<file path="src/srl_pkg.sv">
// Shared types and codes for the S-record stream loader.
`default_nettype none

package srl_pkg;

  localparam int unsigned AddrW = 33;

  // Parser phases
  localparam logic [2:0] PH_START = 3'd0;
  localparam logic [2:0] PH_TYPE  = 3'd1;
  localparam logic [2:0] PH_COUNT = 3'd2;
  localparam logic [2:0] PH_ADDR  = 3'd3;
  localparam logic [2:0] PH_DATA  = 3'd4;
  localparam logic [2:0] PH_CSUM  = 3'd5;
  localparam logic [2:0] PH_TRAIL = 3'd6;
  localparam logic [2:0] PH_SKIP  = 3'd7;

  // Result kinds
  localparam logic KIND_WRITE  = 1'b0;
  localparam logic KIND_STATUS = 1'b1;

  // Status codes
  localparam logic [1:0] ST_OK      = 2'd0;
  localparam logic [1:0] ST_CSUM    = 2'd1;
  localparam logic [1:0] ST_ILLEGAL = 2'd2;

  typedef struct packed {
    logic [2:0]       phase;
    logic [1:0]       rec_type;
    logic [3:0]       digit_cnt;
    logic [7:0]       bytes_left;
    logic [AddrW-1:0] addr;
    logic [7:0]       csum;
    logic [3:0]       hi_nib;
    logic             high_addr_seen;
    logic             err_latched;
  } srl_state_t;

  typedef struct packed {
    logic             kind;
    logic [AddrW-1:0] address;
    logic [7:0]       data_byte;
    logic [1:0]       status;
    logic             large_model;
  } srl_result_t;

endpackage

`default_nettype wire

</file>
<file path="src/srl_step.sv">
// Next-state and result logic for one character of the S-record parser.
`default_nettype none

module srl_step (
  input  var srl_pkg::srl_state_t  state_i,
  input  wire logic [7:0]          char_i,
  input  wire logic                eof_i,
  input  wire logic                word_mode_i,
  output var srl_pkg::srl_state_t  state_o,
  output wire logic                emit_o,
  output var srl_pkg::srl_result_t result_o
);

  localparam logic [7:0] CH_SPACE = 8'h20;
  localparam logic [7:0] CH_TAB   = 8'h09;
  localparam logic [7:0] CH_CR    = 8'h0D;
  localparam logic [7:0] CH_LF    = 8'h0A;
  localparam logic [7:0] CH_UP_S  = 8'h53;
  localparam logic [7:0] CH_LO_S  = 8'h73;
  localparam logic [7:0] CH_0     = 8'h30;
  localparam logic [7:0] CH_1     = 8'h31;
  localparam logic [7:0] CH_3     = 8'h33;
  localparam logic [7:0] CH_7     = 8'h37;
  localparam logic [7:0] CH_9     = 8'h39;

  function automatic logic [3:0] hex_val(input logic [7:0] c);
    logic [7:0] t;
    if (c >= 8'h30 && c <= 8'h39) begin
      t = c - 8'h30;
    end else if (c >= 8'h61 && c <= 8'h66) begin
      t = c - 8'h57;
    end else if (c >= 8'h41 && c <= 8'h46) begin
      t = c - 8'h37;
    end else begin
      t = 8'h00;
    end
    return t[3:0];
  endfunction

  srl_pkg::srl_state_t nxt;
  logic [3:0]                 nib;
  logic [7:0]                 byte_val;
  logic [2:0]                 min_cnt;
  logic [3:0]                 cnt_inc;
  logic [3:0]                 addr_digits;
  logic [srl_pkg::AddrW-1:0]  addr_sh;
  logic [1:0]                 err;
  logic                       wr;
  logic                       emit;
  logic                       line_done;

  assign nib         = hex_val(char_i);
  assign byte_val    = {state_i.hi_nib, nib};
  assign min_cnt     = {1'b0, state_i.rec_type} + 3'd2;
  assign cnt_inc     = state_i.digit_cnt + 4'd1;
  assign addr_digits = {1'b0, state_i.rec_type, 1'b0} + 4'd2;
  assign addr_sh     = {state_i.addr[srl_pkg::AddrW-5:0], nib};

  always_comb begin
    nxt = state_i;
    err = srl_pkg::ST_OK;
    wr  = 1'b0;
    if (!state_i.err_latched) begin
      unique case (state_i.phase)
        srl_pkg::PH_START: begin
          if (char_i == CH_UP_S || char_i == CH_LO_S) begin
            nxt.phase = srl_pkg::PH_TYPE;
          end else if (char_i != CH_SPACE && char_i != CH_TAB && char_i != CH_CR) begin
            err = srl_pkg::ST_ILLEGAL;
          end
        end
        srl_pkg::PH_TYPE: begin
          if (char_i == CH_0 || (char_i >= CH_7 && char_i <= CH_9)) begin
            nxt.phase = srl_pkg::PH_SKIP;
          end else if (char_i >= CH_1 && char_i <= CH_3) begin
            nxt.rec_type  = char_i[1:0];
            nxt.digit_cnt = 4'd0;
            nxt.phase     = srl_pkg::PH_COUNT;
          end else begin
            err = srl_pkg::ST_ILLEGAL;
          end
        end
        srl_pkg::PH_COUNT, srl_pkg::PH_ADDR, srl_pkg::PH_DATA, srl_pkg::PH_CSUM: begin
          if (char_i == CH_LF) begin
            err = srl_pkg::ST_ILLEGAL;
          end else if (!state_i.digit_cnt[0]) begin
            // first digit of a byte: hold the high nibble
            nxt.hi_nib    = nib;
            nxt.digit_cnt = cnt_inc;
            if (state_i.phase == srl_pkg::PH_ADDR) begin
              nxt.addr = addr_sh;
            end
          end else begin
            nxt.digit_cnt = cnt_inc;
            unique case (state_i.phase)
              srl_pkg::PH_COUNT: begin
                if (byte_val < {5'd0, min_cnt}) begin
                  err = srl_pkg::ST_ILLEGAL;
                end else begin
                  nxt.csum       = byte_val;
                  nxt.bytes_left = byte_val - {5'd0, min_cnt};
                  nxt.addr       = '0;
                  nxt.digit_cnt  = 4'd0;
                  nxt.phase      = srl_pkg::PH_ADDR;
                end
              end
              srl_pkg::PH_ADDR: begin
                nxt.addr = addr_sh;
                nxt.csum = state_i.csum + byte_val;
                if (cnt_inc >= addr_digits) begin
                  if (word_mode_i) begin
                    nxt.addr = {addr_sh[srl_pkg::AddrW-2:0], 1'b0};
                  end
                  nxt.digit_cnt = 4'd0;
                  nxt.phase = (state_i.bytes_left != 8'd0) ? srl_pkg::PH_DATA
                                                           : srl_pkg::PH_CSUM;
                end
              end
              srl_pkg::PH_DATA: begin
                if (|state_i.addr[srl_pkg::AddrW-1:16]) begin
                  nxt.high_addr_seen = 1'b1;
                end
                wr             = 1'b1;
                nxt.csum       = state_i.csum + byte_val;
                nxt.addr       = state_i.addr + srl_pkg::AddrW'(1);
                nxt.bytes_left = state_i.bytes_left - 8'd1;
                nxt.digit_cnt  = 4'd0;
                if (state_i.bytes_left == 8'd1) begin
                  nxt.phase = srl_pkg::PH_CSUM;
                end
              end
              default: begin
                nxt.digit_cnt = 4'd0;
                if (~state_i.csum != byte_val) begin
                  err = srl_pkg::ST_CSUM;
                end else begin
                  nxt.phase = srl_pkg::PH_TRAIL;
                end
              end
            endcase
          end
        end
        default: begin
          if (char_i == CH_LF) begin
            nxt.phase = srl_pkg::PH_START;
          end
        end
      endcase
    end
    if (err != srl_pkg::ST_OK) begin
      nxt.err_latched = 1'b1;
    end
  end

  assign line_done = (nxt.phase == srl_pkg::PH_START) || (nxt.phase == srl_pkg::PH_TRAIL)
                     || (nxt.phase == srl_pkg::PH_SKIP);

  always_comb begin
    result_o.kind        = srl_pkg::KIND_STATUS;
    result_o.address     = '0;
    result_o.data_byte   = 8'd0;
    result_o.status      = err;
    result_o.large_model = nxt.high_addr_seen;
    emit                 = 1'b0;
    state_o              = nxt;
    if (err != srl_pkg::ST_OK) begin
      emit = 1'b1;
    end else if (eof_i) begin
      // drop any write from the final character; report end of load
      emit            = !state_i.err_latched;
      result_o.status = line_done ? srl_pkg::ST_OK : srl_pkg::ST_ILLEGAL;
    end else if (wr) begin
      emit               = 1'b1;
      result_o.kind      = srl_pkg::KIND_WRITE;
      result_o.address   = state_i.addr;
      result_o.data_byte = byte_val;
    end
    if (eof_i) begin
      state_o                = '0;
      state_o.phase          = srl_pkg::PH_START;
      state_o.high_addr_seen = nxt.high_addr_seen;
    end
  end

  assign emit_o = emit;

endmodule

`default_nettype wire

</file>
<file path="src/srecord_stream_loader.sv">
// Top level of the S-record stream loader: input stage, parser state and result stage.
`default_nettype none

// Takes S-record text one character per transfer and returns a byte write for every data
// byte of an S1, S2 or S3 line, and one status result when the file ends or at the first
// error. A new character is taken every cycle while the input register is free or moves on;
// a character passes through the input register, then the parser update writes its result
// into the result register, from which it is transferred. The input stage keeps taking
// characters while a result waits, as long as the one register in front of the parser
// is free or moves on. word_address_mode doubles each record address and may be
// changed only while no file is in flight.
module srecord_stream_loader (
  input  wire logic                      clk_i,
  input  wire logic                      rst_ni,
  input  wire logic                      cfg_we_i,
  input  wire logic                      cfg_wdata_i,
  input  wire logic                      in_valid_i,
  output wire logic                      in_ready_o,
  input  wire logic [7:0]                char_code_i,
  input  wire logic                      end_of_file_i,
  output wire logic                      out_valid_o,
  input  wire logic                      out_ready_i,
  output wire logic                      kind_o,
  output wire logic [srl_pkg::AddrW-1:0] address_o,
  output wire logic [7:0]                data_byte_o,
  output wire logic [1:0]                status_o,
  output wire logic                      large_model_o
);

  logic                 word_mode_q;
  logic                 in_valid_q;
  logic [7:0]           char_q;
  logic                 eof_q;
  logic                 out_valid_q;
  logic                 fire;
  logic                 step_emit;
  srl_pkg::srl_state_t  state_q;
  srl_pkg::srl_state_t  state_d;
  srl_pkg::srl_result_t step_res;
  srl_pkg::srl_result_t res_q;

  assign fire       = in_valid_q && (!out_valid_q || out_ready_i);
  assign in_ready_o = !in_valid_q || fire;

  always_ff @(posedge clk_i or negedge rst_ni) begin
    if (!rst_ni) begin
      word_mode_q <= 1'b0;
    end else if (cfg_we_i) begin
      word_mode_q <= cfg_wdata_i;
    end
  end

  always_ff @(posedge clk_i or negedge rst_ni) begin
    if (!rst_ni) begin
      in_valid_q <= 1'b0;
    end else if (in_ready_o) begin
      in_valid_q <= in_valid_i;
    end
  end

  always_ff @(posedge clk_i) begin
    if (in_valid_i && in_ready_o) begin
      char_q <= char_code_i;
      eof_q  <= end_of_file_i;
    end
  end

  srl_step u_step (
    .state_i     (state_q),
    .char_i      (char_q),
    .eof_i       (eof_q),
    .word_mode_i (word_mode_q),
    .state_o     (state_d),
    .emit_o      (step_emit),
    .result_o    (step_res)
  );

  always_ff @(posedge clk_i or negedge rst_ni) begin
    if (!rst_ni) begin
      state_q       <= '0;
      state_q.phase <= srl_pkg::PH_START;
    end else if (fire) begin
      state_q <= state_d;
    end
  end

  always_ff @(posedge clk_i or negedge rst_ni) begin
    if (!rst_ni) begin
      out_valid_q <= 1'b0;
    end else if (fire) begin
      out_valid_q <= step_emit;
    end else if (out_ready_i) begin
      out_valid_q <= 1'b0;
    end
  end

  always_ff @(posedge clk_i) begin
    if (fire && step_emit) begin
      res_q <= step_res;
    end
  end

  assign out_valid_o   = out_valid_q;
  assign kind_o        = res_q.kind;
  assign address_o     = res_q.address;
  assign data_byte_o   = res_q.data_byte;
  assign status_o      = res_q.status;
  assign large_model_o = res_q.large_model;

  // a waiting result is never overwritten
  a_no_overwrite: assert property (@(posedge clk_i) disable iff (!rst_ni)
    out_valid_q && !out_ready_i |-> !fire)
    else $error("result register overwritten while stalled");

  // the large-address flag only ever sets
  a_large_sticky: assert property (@(posedge clk_i) disable iff (!rst_ni)
    state_q.high_addr_seen |=> state_q.high_addr_seen)
    else $error("large flag cleared");

  // after an error nothing more comes out until the file ends
  a_latched_silent: assert property (@(posedge clk_i) disable iff (!rst_ni)
    fire && state_q.err_latched |-> !step_emit)
    else $error("result emitted after latched error");

  // byte writes always carry ok status
  a_write_status: assert property (@(posedge clk_i) disable iff (!rst_ni)
    fire && step_emit && step_res.kind == srl_pkg::KIND_WRITE
    |=> out_valid_q && status_o == srl_pkg::ST_OK)
    else $error("write result with nonzero status");

endmodule

`default_nettype wire
</file>
<file path="config.mk">
export PLATFORM = sky130hd
export DESIGN_NAME = srecord_stream_loader
export DESIGN_NICKNAME = d
export VERILOG_FILES = /design/src/srl_pkg.sv /design/src/srl_step.sv /design/src/srecord_stream_loader.sv
export SDC_FILE = /design/constraint.sdc
export NUM_CORES = 1
export LEC_CHECK = 0
export ABC_AREA = 1
export BUFFER_PORTS_ARGS = -buffer_cell sky130_fd_sc_hd__buf_4
export CORE_UTILIZATION = 55
export CTS_CLUSTER_DIAMETER = 60
export DETAILED_ROUTE_END_ITERATION = 8
export PLACE_DENSITY = 0.77
export SLEW_MARGIN = 20
export SYNTH_ARGS = -nofsm -noshare
export SYNTH_HDL_FRONTEND = slang
export SYNTH_SLANG_ARGS = --single-unit
export TNS_END_PERCENT = 50
</file>
<file path="constraint.sdc">
create_clock -name clk_i -period 3.85 [get_ports clk_i]
set_input_delay 0.77 -clock clk_i [delete_from_list [all_inputs] [get_ports clk_i]]
set_output_delay 0.77 -clock clk_i [all_outputs]
set_load 0.05 [all_outputs]
</file>
== After elaboration in Yosys (flattened, before gate mapping) ==
Cells that the tools add are included.

* Add/subtract/negate cells: 10
* Multiply operators: 0
* Divide/modulo/power cells: 0
* $lt $le $gt $ge: 11
* Equal/unequal tests: 25
* Shift-type cells: 0
* Multiplexer cells: 65
* Bitwise logic cells: 2
* Reductions and logical operators: 45

{| class="wikitable"
|+ Operators by type and width
! operator !! number
|-
| 33-bit two-way mux || 4
|-
| 41-bit case mux with 3 select lines || 1
|-
| 64-bit two-way mux || 1
|-
| 63-bit two-way mux || 1
|-
| 58-bit two-way mux || 1
|-
| 54-bit two-way mux || 1
|-
| 53-bit two-way mux || 1
|-
| 42-bit two-way mux || 1
|-
| 33-bit by 1-bit adder with 33-bit output, second input constant || 1
|-
| 3-bit two-way mux || 9
|-
| 8-bit by 6-bit >= comparator with 1-bit output, second input constant || 3
|-
| 2-bit two-way mux || 12
|-
| 4-bit two-way mux || 6
|-
| 7-bit AND reduction || 3
|-
| 3-bit case mux with 3 select lines || 2
|-
| 17-bit OR reduction || 1
|-
| 8-bit by 7-bit equality test with 1-bit output, second input constant || 2
|-
| 8-bit by 7-bit >= comparator with 1-bit output, second input constant || 2
|-
| 8-bit by 6-bit less-or-equal comparator with 1-bit output, second input constant || 2
|-
| 8-bit by 7-bit less-or-equal comparator with 1-bit output, second input constant || 2
|-
| 1-bit two-way mux || 16
|-
| 8-bit two-way mux || 2
|-
| 8-bit by 4-bit != test with 1-bit output, second input constant || 2
|-
| 4-bit case mux with 2 select lines || 2
|-
| other kinds (43) || 80
|}

* Flip-flop bits (word level): 121
* Latch bits: 0
* Bits in writable memories: 0
* Memory bits (read-only): 0
* Input port bits: 15
* Output and inout port bits: 47
* Word-level logic and storage cells: 177
* Memories: 0

== Longest topological paths before layout ==
Gate-level depths: netlist of run 1.

* Depth after elaboration: 18
* Mapped depth: 27
* Depth with buffers taken out: 27

== Hierarchy ==
A second synthesis of run 1 with hierarchy kept.

* Cells, all modules: 1429
* Area total of the unflattened synthesis: 9439.1 um^2

{| class="wikitable"
|+ By module, submodules not included
! module !! instances !! cells each !! area an instance (um^2) !! seq. area each (um^2)
|-
| srl_step || 1 || 1081 || 5142.4 || 0.0
|-
| srecord_stream_loader || 1 || 348 || 4296.6 || 3298.2
|}

== Worst setup path after synthesis of run 1 ==
No wires, ideal clock.

* Path type: register to register
* From: register char_q[0]
* To: register res_q, in the netlist address_o[0] (enable)
* Library setup time: 399 ps
* Arrival: 3696 ps
* Data required time: 3451 ps
* Setup slack: -246 ps
* Stages on the path, launching flop included: 22
* Buffers on the path: 0
* Period minus slack after synthesis: 4096 ps
* Cells stage by stage: edfxtp_1 inv_1 ha_1 inv_1 nor2_1 nand2_1 nand3_1 inv_1 nand2_1 nand2_1 inv_1 ha_1 inv_1 fa_1 a21oi_1 nand3_4 nor2_4 nand2_1 nand3b_1 nand3b_1 nand2_1 inv_1

* Longest elaborated chain between the ends: 15
* Elaborated cells between the ends (all ways): 52
* Those cells by class: add/sub (3); order compare (10); eq/ne (8); mux (20); reduce/logical (11)

{| class="wikitable"
|+ RTL lines
! what !! RTL line !! text
|-
| start, declared || srecord_stream_loader.sv:32 || <nowiki>logic [7:0] char_q;</nowiki>
|-
| start signal, assigned || srecord_stream_loader.sv:63 || <nowiki>char_q <= char_code_i;</nowiki>
|-
| 8-bit by 7-bit >= comparator with 1-bit output / 8-bit by 7-bit less-or-equal comparator with 1-bit output (equally long branches) || srl_step.sv:32 || <nowiki>end else if (c >= 8'h41 && c <= 8'h46) begin</nowiki>
|-
| 1-bit logical AND || srl_step.sv:32 ||
|-
| 4-bit two-way mux || srl_step.sv:32 ||
|-
| 4-bit two-way mux || srl_step.sv:30 || <nowiki>end else if (c >= 8'h61 && c <= 8'h66) begin</nowiki>
|-
| 4-bit two-way mux * || srl_step.sv:28 || <nowiki>if (c >= 8'h30 && c <= 8'h39) begin</nowiki>
|-
| named net u_step.addr_sh, one bit || srl_step.sv:46 || <nowiki>logic [srl_pkg::AddrW-1:0] addr_sh;</nowiki>
|-
| 8-bit by 3-bit less-than comparator with 1-bit output / 8-bit != test (equally long branches) || srl_step.sv:97, srl_step.sv:134 ||
|-
| 2-bit two-way mux / 1-bit two-way mux (equally long branches) || srl_step.sv:97, srl_step.sv:134 ||
|-
| 2-bit case mux with 2 select lines * || srl_step.sv:95 || <nowiki>unique case (state_i.phase)</nowiki>
|-
| 2-bit two-way mux * || srl_step.sv:86 || <nowiki>end else if (!state_i.digit_cnt[0]) begin</nowiki>
|-
| 2-bit two-way mux * || srl_step.sv:84 || <nowiki>if (char_i == CH_LF) begin</nowiki>
|-
| 2-bit case mux with 3 select lines * || srl_step.sv:64 || <nowiki>unique case (state_i.phase)</nowiki>
|-
| 2-bit two-way mux * || srl_step.sv:63 || <nowiki>if (!state_i.err_latched) begin</nowiki>
|-
| 2-bit nonzero test * || srl_step.sv:166 || <nowiki>if (err != srl_pkg::ST_OK) begin</nowiki>
|-
| 1-bit two-way mux * || srl_step.sv:166 ||
|-
| 1-bit logical AND * || srecord_stream_loader.sv:98 || <nowiki>if (fire && step_emit) begin</nowiki>
|-
| end signal, assigned || srecord_stream_loader.sv:99 || <nowiki>res_q <= step_res;</nowiki>
|-
| end, declared || srecord_stream_loader.sv:40 || <nowiki>srl_pkg::srl_result_t res_q;</nowiki>
|}

Mark *: on every way through the listed nets, which the timed path passes. The rest lies on a longest branch.
A chain may end at the register's enable or synchronous reset.

== Worst setup path after layout of run 1 ==
* From: register char_q[1]
* To: register res_q, in the netlist data_byte_o[6] (enable)

Same word-level chain as after synthesis.

==> results.cfg, run 1 <==
[synthesis]
synth_edf_count = 54
avgSynthCellArea_um2 = 7.81
seq_area_frac_synth = 0.415
async_flop_share = 0.554
synth_area_mm2 = 0.00794
yosys_warnings = 0
post_synth_num_cell_types = 56
synth_seq_cells = 121
ys.flop_type = dfrtp_1
syn_nets = 1058
syn-instance-count = 1017

[floorplan]
fp-row-count = 43
die_w_um = 122
dieArea_mm2 = 0.0149
start_util = 0.568
die_y_um = 122
ios = 62
core-area_mm2 = 0.0140

[placement]
gp_congestion = 0.935
hpwl_um = 15600
io_buffers = 61

[worst_setup_path]
cp_cell_sequence = inv_1 -> ha_2 -> inv_1 -> nor2_2 -> nand2_1 -> nand3_1 -> inv_1 -> nand2_1 -> nand2_2 -> inv_1 -> ha_1 -> inv_1 -> fa_2 -> a21oi_4 -> nand3_4 -> nor2_4 -> nand2_1 -> nand3b_1 -> nand3b_1 -> nand2_1 -> clkinvlp_4 -> buf_12 -> clkbuf_16
crit_required_ps = 3980
cpMaxStageDelayCell = edfxtp_1
cpPeakStageDelay_ps = 430
endpoint_kind = flip-flop
worstSetupPathDepth = 23
arrival_ps = 3810
cp_common_cell = inv_1
path_delay_family = simple AND/OR/NAND/NOR gates
crit_path_start = char_q[1]$_DFFE_PP_
crit_fanout = 6
criticalPathCategory = flip-flop to flip-flop
reg2reg_depth = 23
r2r-start = char_q[1]$_DFFE_PP_
reg2reg_to = data_byte_o[6]$_SDFFCE_PP0P_
startpoint_type = flip-flop
timing.critical_path.to = data_byte_o[6]$_SDFFCE_PP0P_
r2r_slack_ps = 170
cp_num_buf_inv = 8

[cells_and_area]
layout_common_cells = nand2_1, nor2_1, inv_1
drive_gt1_frac = 0.161
fin_nets = 1128
diodes = 0
layout_commonest_cell = nand2_1
utilization = 0.673
syn_to_final_growth_pct = 18.5

[routing]
drt.antenna.violating_nets = 0
detail_route.wl_per_cell_um = 18.2
drt_iter0_markers = 892
wirelength_um = 23300
viasPerCell = 6.10
num_vias = 7813
drt_pass1_iterations = 8
drc = 0

[clock_network]
path_clk_slew_ps = 60
clockBufferDepth = 2
h-tree-depth = 4
cts-root-buf = clkbuf_16
cts_hold_buf = 0
cts_buffers = 17
clock_sinks = 121
cts_tree = done
clk_latency_ps = 420

[timing]
setup_viol = 0
final-hold-violation-count = 0
min_period_over_period = 0.955
clock.fmax_mhz = 272
tightestPinTransition_ps = 950
finalWorstPathRequiredPeriod_ps = 3680
drv_slew = 0
setup_tns_ps = 0
slew_headroom = 0.367
fin_skew_ps = 8.16

[job]
cap_violations = 0

[global_routing]
grt_max_degree = 68
gr-total-overflow = 0
grt_pass1_vias = 7564
grt_antenna_before_repair = 0
grt_pass1_wl_um = 37100
grt.total_usage = 0.325

[run_status]
status = completed

[power_and_ir_drop]
power.leakage_nw = 4.01
power.density_mw_per_mm2 = 712
total_power_mw = 6.70
ir_drop_mv = 0.345

[worst_hold_path]
hp-class = flip-flop to flip-flop
-- power breakdown --
| part | internal (mW) | leakage [nW] | total [mW] | switching (mW) |
|---|---|---|---|---|
| Combinational | 0.859 | 2.27 | 2.66 | 1.80 |
| Clock | 1.22 | 0.320 | 1.82 | 0.604 |
| Sequential | 1.78 | 1.42 | 2.21 | 0.439 |
-- sequential cells by signal, indices dropped and copies added (netlist names) --
signal,count
word_mode_q,1
char_q,8
eof_q,1
state_q,64
address_o,33
large_model_o,1
data_byte_o,8
out_valid_o,1
kind_o,1
in_valid_q,1
status_o,2
-- metrics by stage --
stage | cells | setup slack (ps) | hold slack (ps) | cell area, um^2
2_1_floorplan | 1017 | 151 | 427 | 7940
3_3_place_gp | 1235 | 172 | 444 | 8550
3_5_place_dp | 1235 | 41.2 | 453 | 8550
4_1_cts | 1267 | 2.32 | 466 | 9220
5_1_grt | 1280 | -81.3 | 504 | 9410
6_report | 1280 | 172 | 462 | 9410
-- Yosys cell counts, types with 19 or more instances --
| master | n | area share |
|---|---|---|
| nand2_1 | 214 | 0.10 |
| dfrtp_1 | 67 | 0.21 |
| o22ai_1 | 19 | 0.015 |
| o21ai_1 | 21 | 0.013 |
| inv_1 | 111 | 0.052 |
| ha_1 | 24 | 0.038 |
| a21oi_1 | 45 | 0.028 |
| o21ai_0 | 60 | 0.038 |
| nor2_1 | 119 | 0.056 |
| nand3_1 | 70 | 0.044 |
| edfxtp_1 | 54 | 0.20 |
| o211ai_1 | 25 | 0.024 |
-- cell families after synthesis --
family | synth area share
AOI/OAI and AO/OA | 0.173
xor gates and xnor gates | 0.0165
adders and majority gates | 0.0429
buffers and inverters | 0.0832
DFF | 0.415
muxes | 0.00142
and+or+nand+nor | 0.268
-- metal layers --
| layer | track usage | part of all wire | vias up |
|---|---|---|---|
| met5 | 0 | 0 | - |
| met4 | 0.173 | 0.047 | 0 |
| met3 | 0.0618 | 0.071 | 96 |
| met2 | 0.552 | 0.49 | 430 |
| met1 | 0.388 | 0.39 | 3650 |
| li1 | - | - | 3637 |
-- repair_timing --
item,in CTS,in global routing
setup buffers,0,8
gates resized for setup,0,9
endpoints found under the setup margin,0,130
-- worst reg2reg max path, stage by stage, from the launching register on --
cell        delay [ps]
edfxtp_1           430
inv_1              150
ha_2               220
inv_1               70
nor2_2             110
nand2_1             60
nand3_1            120
inv_1               90
nand2_1             70
nand2_2             80
inv_1               80
ha_1               160
inv_1               60
fa_2               370
a21oi_4            190
nand3_4            110
nor2_4             150
nand2_1             80
nand3b_1           140
nand3b_1           120
nand2_1            100
clkinvlp_4         110
buf_12             150
clkbuf_16          170
-- cell type report --
class	instances	area, um^2
clock inverter	15	248
fill	1208	4580
sequential	121	3300
tap	180	225
timing repair buffer	85	731
multi-input combinational	736	4000
inverter	126	479
clock buffer	17	425
-- worst min path at each step --
| stage | slack (ps) | endpoint | cells after the start | from |
|---|---|---|---|---|
| floorplan | 430 | state_q[1]$_DFFE_PN0P_ | 2 | state_q[1]$_DFFE_PN0P_ |
| global placement | 440 | state_q[1]$_DFFE_PN0P_ | 2 | state_q[1]$_DFFE_PN0P_ |
| detailed placement | 450 | state_q[1]$_DFFE_PN0P_ | 2 | state_q[1]$_DFFE_PN0P_ |
| CTS | 470 | state_q[1]$_DFFE_PN0P_ | 2 | state_q[1]$_DFFE_PN0P_ |
| global route | 500 | char_q[3]$_DFFE_PP_ | 1 | char_code_i[3] |
| finish | 460 | state_q[1]$_DFFE_PN0P_ | 2 | state_q[1]$_DFFE_PN0P_ |
Note: power is estimated with default switching activity, not from simulation.
==> run 2: changes to the inputs <==
--- a/config.mk
+++ b/config.mk
@@ -7,10 +7,10 @@
 export LEC_CHECK = 0
 export ABC_AREA = 1
 export BUFFER_PORTS_ARGS = -buffer_cell sky130_fd_sc_hd__buf_4
-export CORE_UTILIZATION = 55
+export CORE_UTILIZATION = 57
 export CTS_CLUSTER_DIAMETER = 60
 export DETAILED_ROUTE_END_ITERATION = 8
-export PLACE_DENSITY = 0.77
+export PLACE_DENSITY = 0.76
 export SLEW_MARGIN = 20
 export SYNTH_ARGS = -nofsm -noshare
 export SYNTH_HDL_FRONTEND = slang
==> constraint.sdc (replaced) <==
create_clock -name clk_i -period 4.1 [get_ports clk_i]
set_input_delay 0.82 -clock clk_i [delete_from_list [all_inputs] [get_ports clk_i]]
set_output_delay 0.82 -clock clk_i [all_outputs]
set_load 0.05 [all_outputs]
==> results.cfg, run 2 (synthesized netlist as in run 1, its figures left out) <==
[run_status]
status = completed

[floorplan]
ios = 62
die_w_um = 120
core-area_mm2 = 0.0134
start_util = 0.592
dieArea_mm2 = 0.0144
fp-row-count = 42
die_y_um = 120

[worst_setup_path]
cpMaxStageDelayCell = edfxtp_1
crit_fanout = 26
reg2reg_to = address_o[17]$_SDFFCE_PP0P_
endpoint_kind = flip-flop
criticalPathCategory = flip-flop to flip-flop
r2r-start = char_q[0]$_DFFE_PP_
r2r_slack_ps = 370
startpoint_type = flip-flop
cp_common_cell = nand2_1
reg2reg_depth = 22
arrival_ps = 3860
cp_cell_sequence = inv_2 -> ha_1 -> inv_1 -> nor2_1 -> nand2_1 -> nand3_1 -> inv_1 -> nand2_1 -> nand2_1 -> inv_2 -> ha_1 -> inv_1 -> fa_1 -> a21oi_2 -> nand3_4 -> nor2_4 -> nand2_1 -> nand3b_1 -> nand3b_1 -> nand2_1 -> inv_2 -> buf_12
crit_required_ps = 4230
cpPeakStageDelay_ps = 450

[clock_network]
cts-root-buf = clkbuf_16
h-tree-depth = 4
clock_sinks = 121
cts_buffers = 17
clockBufferDepth = 2
path_clk_slew_ps = 60
cts_tree = done
clk_latency_ps = 430

[routing]
drc = 0
drt_pass1_iterations = 6
detail_route.wl_per_cell_um = 17.5
drt.antenna.violating_nets = 0
drt_iter0_markers = 908
viasPerCell = 6.06
wirelength_um = 22200
num_vias = 7663

[timing]
drv_slew = 0
fin_skew_ps = 5.91
final-hold-violation-count = 0
clock.fmax_mhz = 268
slew_headroom = 0.383
tightestPinTransition_ps = 926
setup_tns_ps = 0
setup_viol = 0
finalWorstPathRequiredPeriod_ps = 3730
min_period_over_period = 0.911

[worst_hold_path]
hp-class = flip-flop to flip-flop
hold_path_startpoint = state_q[1]$_DFFE_PN0P_
holdPathEnd = state_q[1]$_DFFE_PN0P_
min_path_cells = 2

[cells_and_area]
largest_reg_flops = 64
layout_common_cells = nand2_1, nor2_1, inv_1
diodes = 0
drive_gt1_frac = 0.147
fin_nets = 1116
regMostFlops = state_q
stdcell_area_mm2 = 0.00918
syn_to_final_growth_pct = 15.6
layout_commonest_cell = nand2_1

[global_routing]
grt_max_degree = 68
grt_pass1_wl_um = 36200
grt_antenna_before_repair = 0
grt_pass1_vias = 7466
grt.total_usage = 0.325
gr-total-overflow = 0

[power_and_ir_drop]
power.density_mw_per_mm2 = 656
power.leakage_nw = 3.91
ir_drop_mv = 0.409

[job]
cap_violations = 0

[placement]
gp_congestion = 0.967
hpwl_um = 15400
placed_cell_area_mm2 = 0.00852
io_buffers = 61
[run 2: final cells by class]
cell class	instances	area, um^2
well taps	176	220
inverters	126	475
fillers	1151	4220
clock inverters	13	200
multi-input cells	736	3980
repair buffers	73	568
flip-flops and latches	121	3300
clock buffers	19	433
[run 2: how the worst max path moves through the flow]
stage	startpoint	to	slack (ps)	cells past startpoint
6_report	char_q[0]$_DFFE_PP_	address_o[17]$_SDFFCE_PP0P_	370	22
5_1_grt	char_q[0]$_DFFE_PP_	address_o[17]$_SDFFCE_PP0P_	-10	22
4_1_cts	char_q[0]$_DFFE_PP_	address_o[28]$_SDFFCE_PP0P_	160	22
3_5_place_dp	char_q[0]$_DFFE_PP_	kind_o$_SDFFCE_PN1P_	190	22
3_3_place_gp	char_q[0]$_DFFE_PP_	address_o[28]$_SDFFCE_PP0P_	350	22
2_1_floorplan	char_q[0]$_DFFE_PP_	address_o[0]$_SDFFCE_PP0P_	4	21
[run 2: timing repair]
item / in CTS / in global routing
endpoints found under the setup margin: 0 / 115
buffers inserted: 0 / 2
resized for setup: 0 / 6
hold buffers: 0 / 0
hold endpoints to repair: 0 / 0
[run 2: report_power, final]
group | total (mW) | switching, mW | leakage [nW] | internal, mW
sequential | 2.07 | 0.402 | 1.42 | 1.67
clock | 1.63 | 0.555 | 0.301 | 1.07
combinational | 2.32 | 1.62 | 2.19 | 0.698
total | 6.02 | 2.58 | 3.91 | 3.44
[run 2: per-stage QoR]
step                      power [mW]  cells  setup slack [ps]  hold WS [ps]   util
after floorplan                 3.66   1017              4.48           427      -
after global placement          4.31   1230               348           438  0.636
after detailed placement        4.34   1230               192           469  0.636
after CTS                       5.98   1262               158           482  0.683
after global routing            6.31   1264             -13.2           506  0.685
final                           6.02   1264               367           483  0.685
[run 2: critical path: cells and delay by family, from the launching register on]
family	cells	cell delay, ps
compound gates	1	230
fa+ha+maj	3	790
buf+inv	7	720
flops	1	450
simple gates	11	1200
[run 2: per-layer routing]
metal / global-route usage / share of wire
met2: 0.543 / 0.49
met1: 0.381 / 0.41
met5: 0 / 0
met3: 0.0656 / 0.062
met4: 0.204 / 0.044
==> run 3: changes to the inputs <==
--- a/config.mk
+++ b/config.mk
@@ -7,10 +7,11 @@
 export LEC_CHECK = 0
 export ABC_AREA = 1
 export BUFFER_PORTS_ARGS = -buffer_cell sky130_fd_sc_hd__buf_4
-export CORE_UTILIZATION = 57
+export CORE_MARGIN = 3
+export CORE_UTILIZATION = 40
 export CTS_CLUSTER_DIAMETER = 60
 export DETAILED_ROUTE_END_ITERATION = 8
-export PLACE_DENSITY = 0.76
+export PLACE_DENSITY = 0.57
 export SLEW_MARGIN = 20
 export SYNTH_ARGS = -nofsm -noshare
 export SYNTH_HDL_FRONTEND = slang
==> results.cfg, run 3 (synthesized netlist as in run 1, its figures left out) <==
[worst_hold_path]
hold_path_startpoint = state_q[1]$_DFFE_PN0P_
hp-class = flip-flop to flip-flop
holdPathEnd = state_q[1]$_DFFE_PN0P_
min_path_cells = 2

[timing]
min_period_over_period = 0.926
final-hold-violation-count = 0
drv_slew = 0
clock.fmax_mhz = 263
fin_skew_ps = 9.51
finalWorstPathRequiredPeriod_ps = 3800
setup_viol = 0
tightestPinTransition_ps = 941
setup_tns_ps = 0
slew_headroom = 0.372

[floorplan]
start_util = 0.416
dieArea_mm2 = 0.0216
ios = 62
core-area_mm2 = 0.0191
die_y_um = 147
die_w_um = 147
fp-row-count = 50

[worst_setup_path]
reg2reg_to = address_o[12]$_SDFFCE_PP0P_
reg2reg_depth = 22
arrival_ps = 3920
startpoint_type = flip-flop
endpoint_kind = flip-flop
crit_required_ps = 4230
r2r-start = char_q[1]$_DFFE_PP_
crit_fanout = 22
criticalPathCategory = flip-flop to flip-flop
r2r_slack_ps = 300

[placement]
gp_congestion = 0.928
placed_cell_area_mm2 = 0.00862
io_buffers = 61
hpwl_um = 16600

[clock_network]
cts_hold_buf = 0
clockBufferDepth = 2
cts_tree = done
clk_latency_ps = 430
path_clk_slew_ps = 50
clock_sinks = 121
cts-root-buf = clkbuf_16
h-tree-depth = 4
cts_buffers = 17

[routing]
drt.antenna.violating_nets = 0
num_vias = 7446
detail_route.wl_per_cell_um = 17.7
drc = 0
drt_pass1_iterations = 8
wirelength_um = 23700
viasPerCell = 5.54
drt_iter0_markers = 683

[cells_and_area]
regMostFlops = state_q
multi_input_area_mm2 = 0.00398
largest_reg_flops = 64
layout_common_cells = nand2_1, nor2_1, inv_1
drive_gt1_frac = 0.143
fillers = 1895
regArea_mm2 = 0.00330
syn_to_final_growth_pct = 15.6
stdcell_area_mm2 = 0.00918
layout_commonest_cell = nand2_1
diodes = 0
fin_nets = 1114

[power_and_ir_drop]
power.density_mw_per_mm2 = 632
power.leakage_nw = 3.87
ir_drop_mv = 0.314

[job]
cap_violations = 0

[global_routing]
gr-total-overflow = 0
grt_pass1_wl_um = 38200
grt_max_degree = 68
grt_pass1_vias = 7386
grt_antenna_before_repair = 0
grt.total_usage = 0.221

[run_status]
status = completed
run 3: cell count changes in the layout (fill, tap and decap cells not counted), sizes merged:
| cell | delta |
|---|---|
| inv | -1 |
| clkbuf | +3 |
| bufinv | -4 |
| clkinvlp | -2 |
| clkinv | +4 |
| buf | -3 |
run 3: routing by layer:
metal / track usage / wire length [um] / up-vias
met5: 0 / 0 / -
li1: - / - / 3610
met2: 0.380 / 11700 / 269
met3: 0.0438 / 1300 / 53
met4: 0.0908 / 675 / 0
met1: 0.273 / 10100 / 3514
run 3: how the worst max path moves through the flow:
stage                                   to  slack (ps)                start
4_1_cts        address_o[22]$_SDFFCE_PP0P_         210  char_q[0]$_DFFE_PP_
2_1_floorplan   address_o[0]$_SDFFCE_PP0P_           4  char_q[0]$_DFFE_PP_
6_report       address_o[12]$_SDFFCE_PP0P_         300  char_q[1]$_DFFE_PP_
3_3_place_gp   address_o[21]$_SDFFCE_PP0P_         340  char_q[0]$_DFFE_PP_
5_1_grt              status_o[0]$_DFFE_PP_         -30  char_q[1]$_DFFE_PP_
3_5_place_dp   address_o[22]$_SDFFCE_PP0P_         220  char_q[0]$_DFFE_PP_
run 3: timing repair:
action / in CTS / in global routing
setup endpoints to repair: 0 / 71
endpoints found under the hold margin: 0 / 0
gates resized for setup: 0 / 4
setup buffers: 0 / 0
run 3: power by group:
group	internal, mW	leakage [nW]	switching, mW
Clock	0.835	0.264	0.545
Combinational	0.703	2.19	1.64
Sequential	1.67	1.42	0.408
Total	3.21	3.87	2.60
run 3: critical path: stages (launching register included):
cell and delay (ps):
edfxtp_1 430, inv_1 150, ha_1 210, inv_1 50
nor2_1 120, nand2_1 70, nand3_1 110, inv_1 70
nand2_1 60, nand2_1 110, inv_2 120, ha_1 170
inv_1 50, fa_1 420, a21oi_2 240, nand3_4 150
nor2_4 140, nand2_1 70, nand3b_1 160, nand3b_1 130
nand2_1 80, inv_2 150, clkbuf_16 230
run 3: cell type report:
type | count | share of cell area
Clock inverter | 10 | 0.00873
Multi-Input combinational cell | 736 | 0.434
Clock buffer | 21 | 0.0491
Inverter | 126 | 0.0518
Timing Repair Buffer | 71 | 0.0614
Tap cell | 260 | 0.0355
Sequential cell | 121 | 0.359
run 3: through the flow:
| stage | instances | utilization | worst slack (ps) | hold WS (ps) | total power, mW |
|---|---|---|---|---|---|
| after floorplan | 1017 | - | 4.48 | 427 | 3.66 |
| after global placement | 1313 | 0.452 | 344 | 445 | 4.38 |
| after detailed placement | 1313 | 0.452 | 223 | 448 | 4.38 |
| after CTS | 1344 | 0.479 | 207 | 460 | 5.78 |
| after global routing | 1345 | 0.481 | -33.7 | 487 | 6.13 |
| final | 1345 | 0.481 | 305 | 455 | 5.80 |
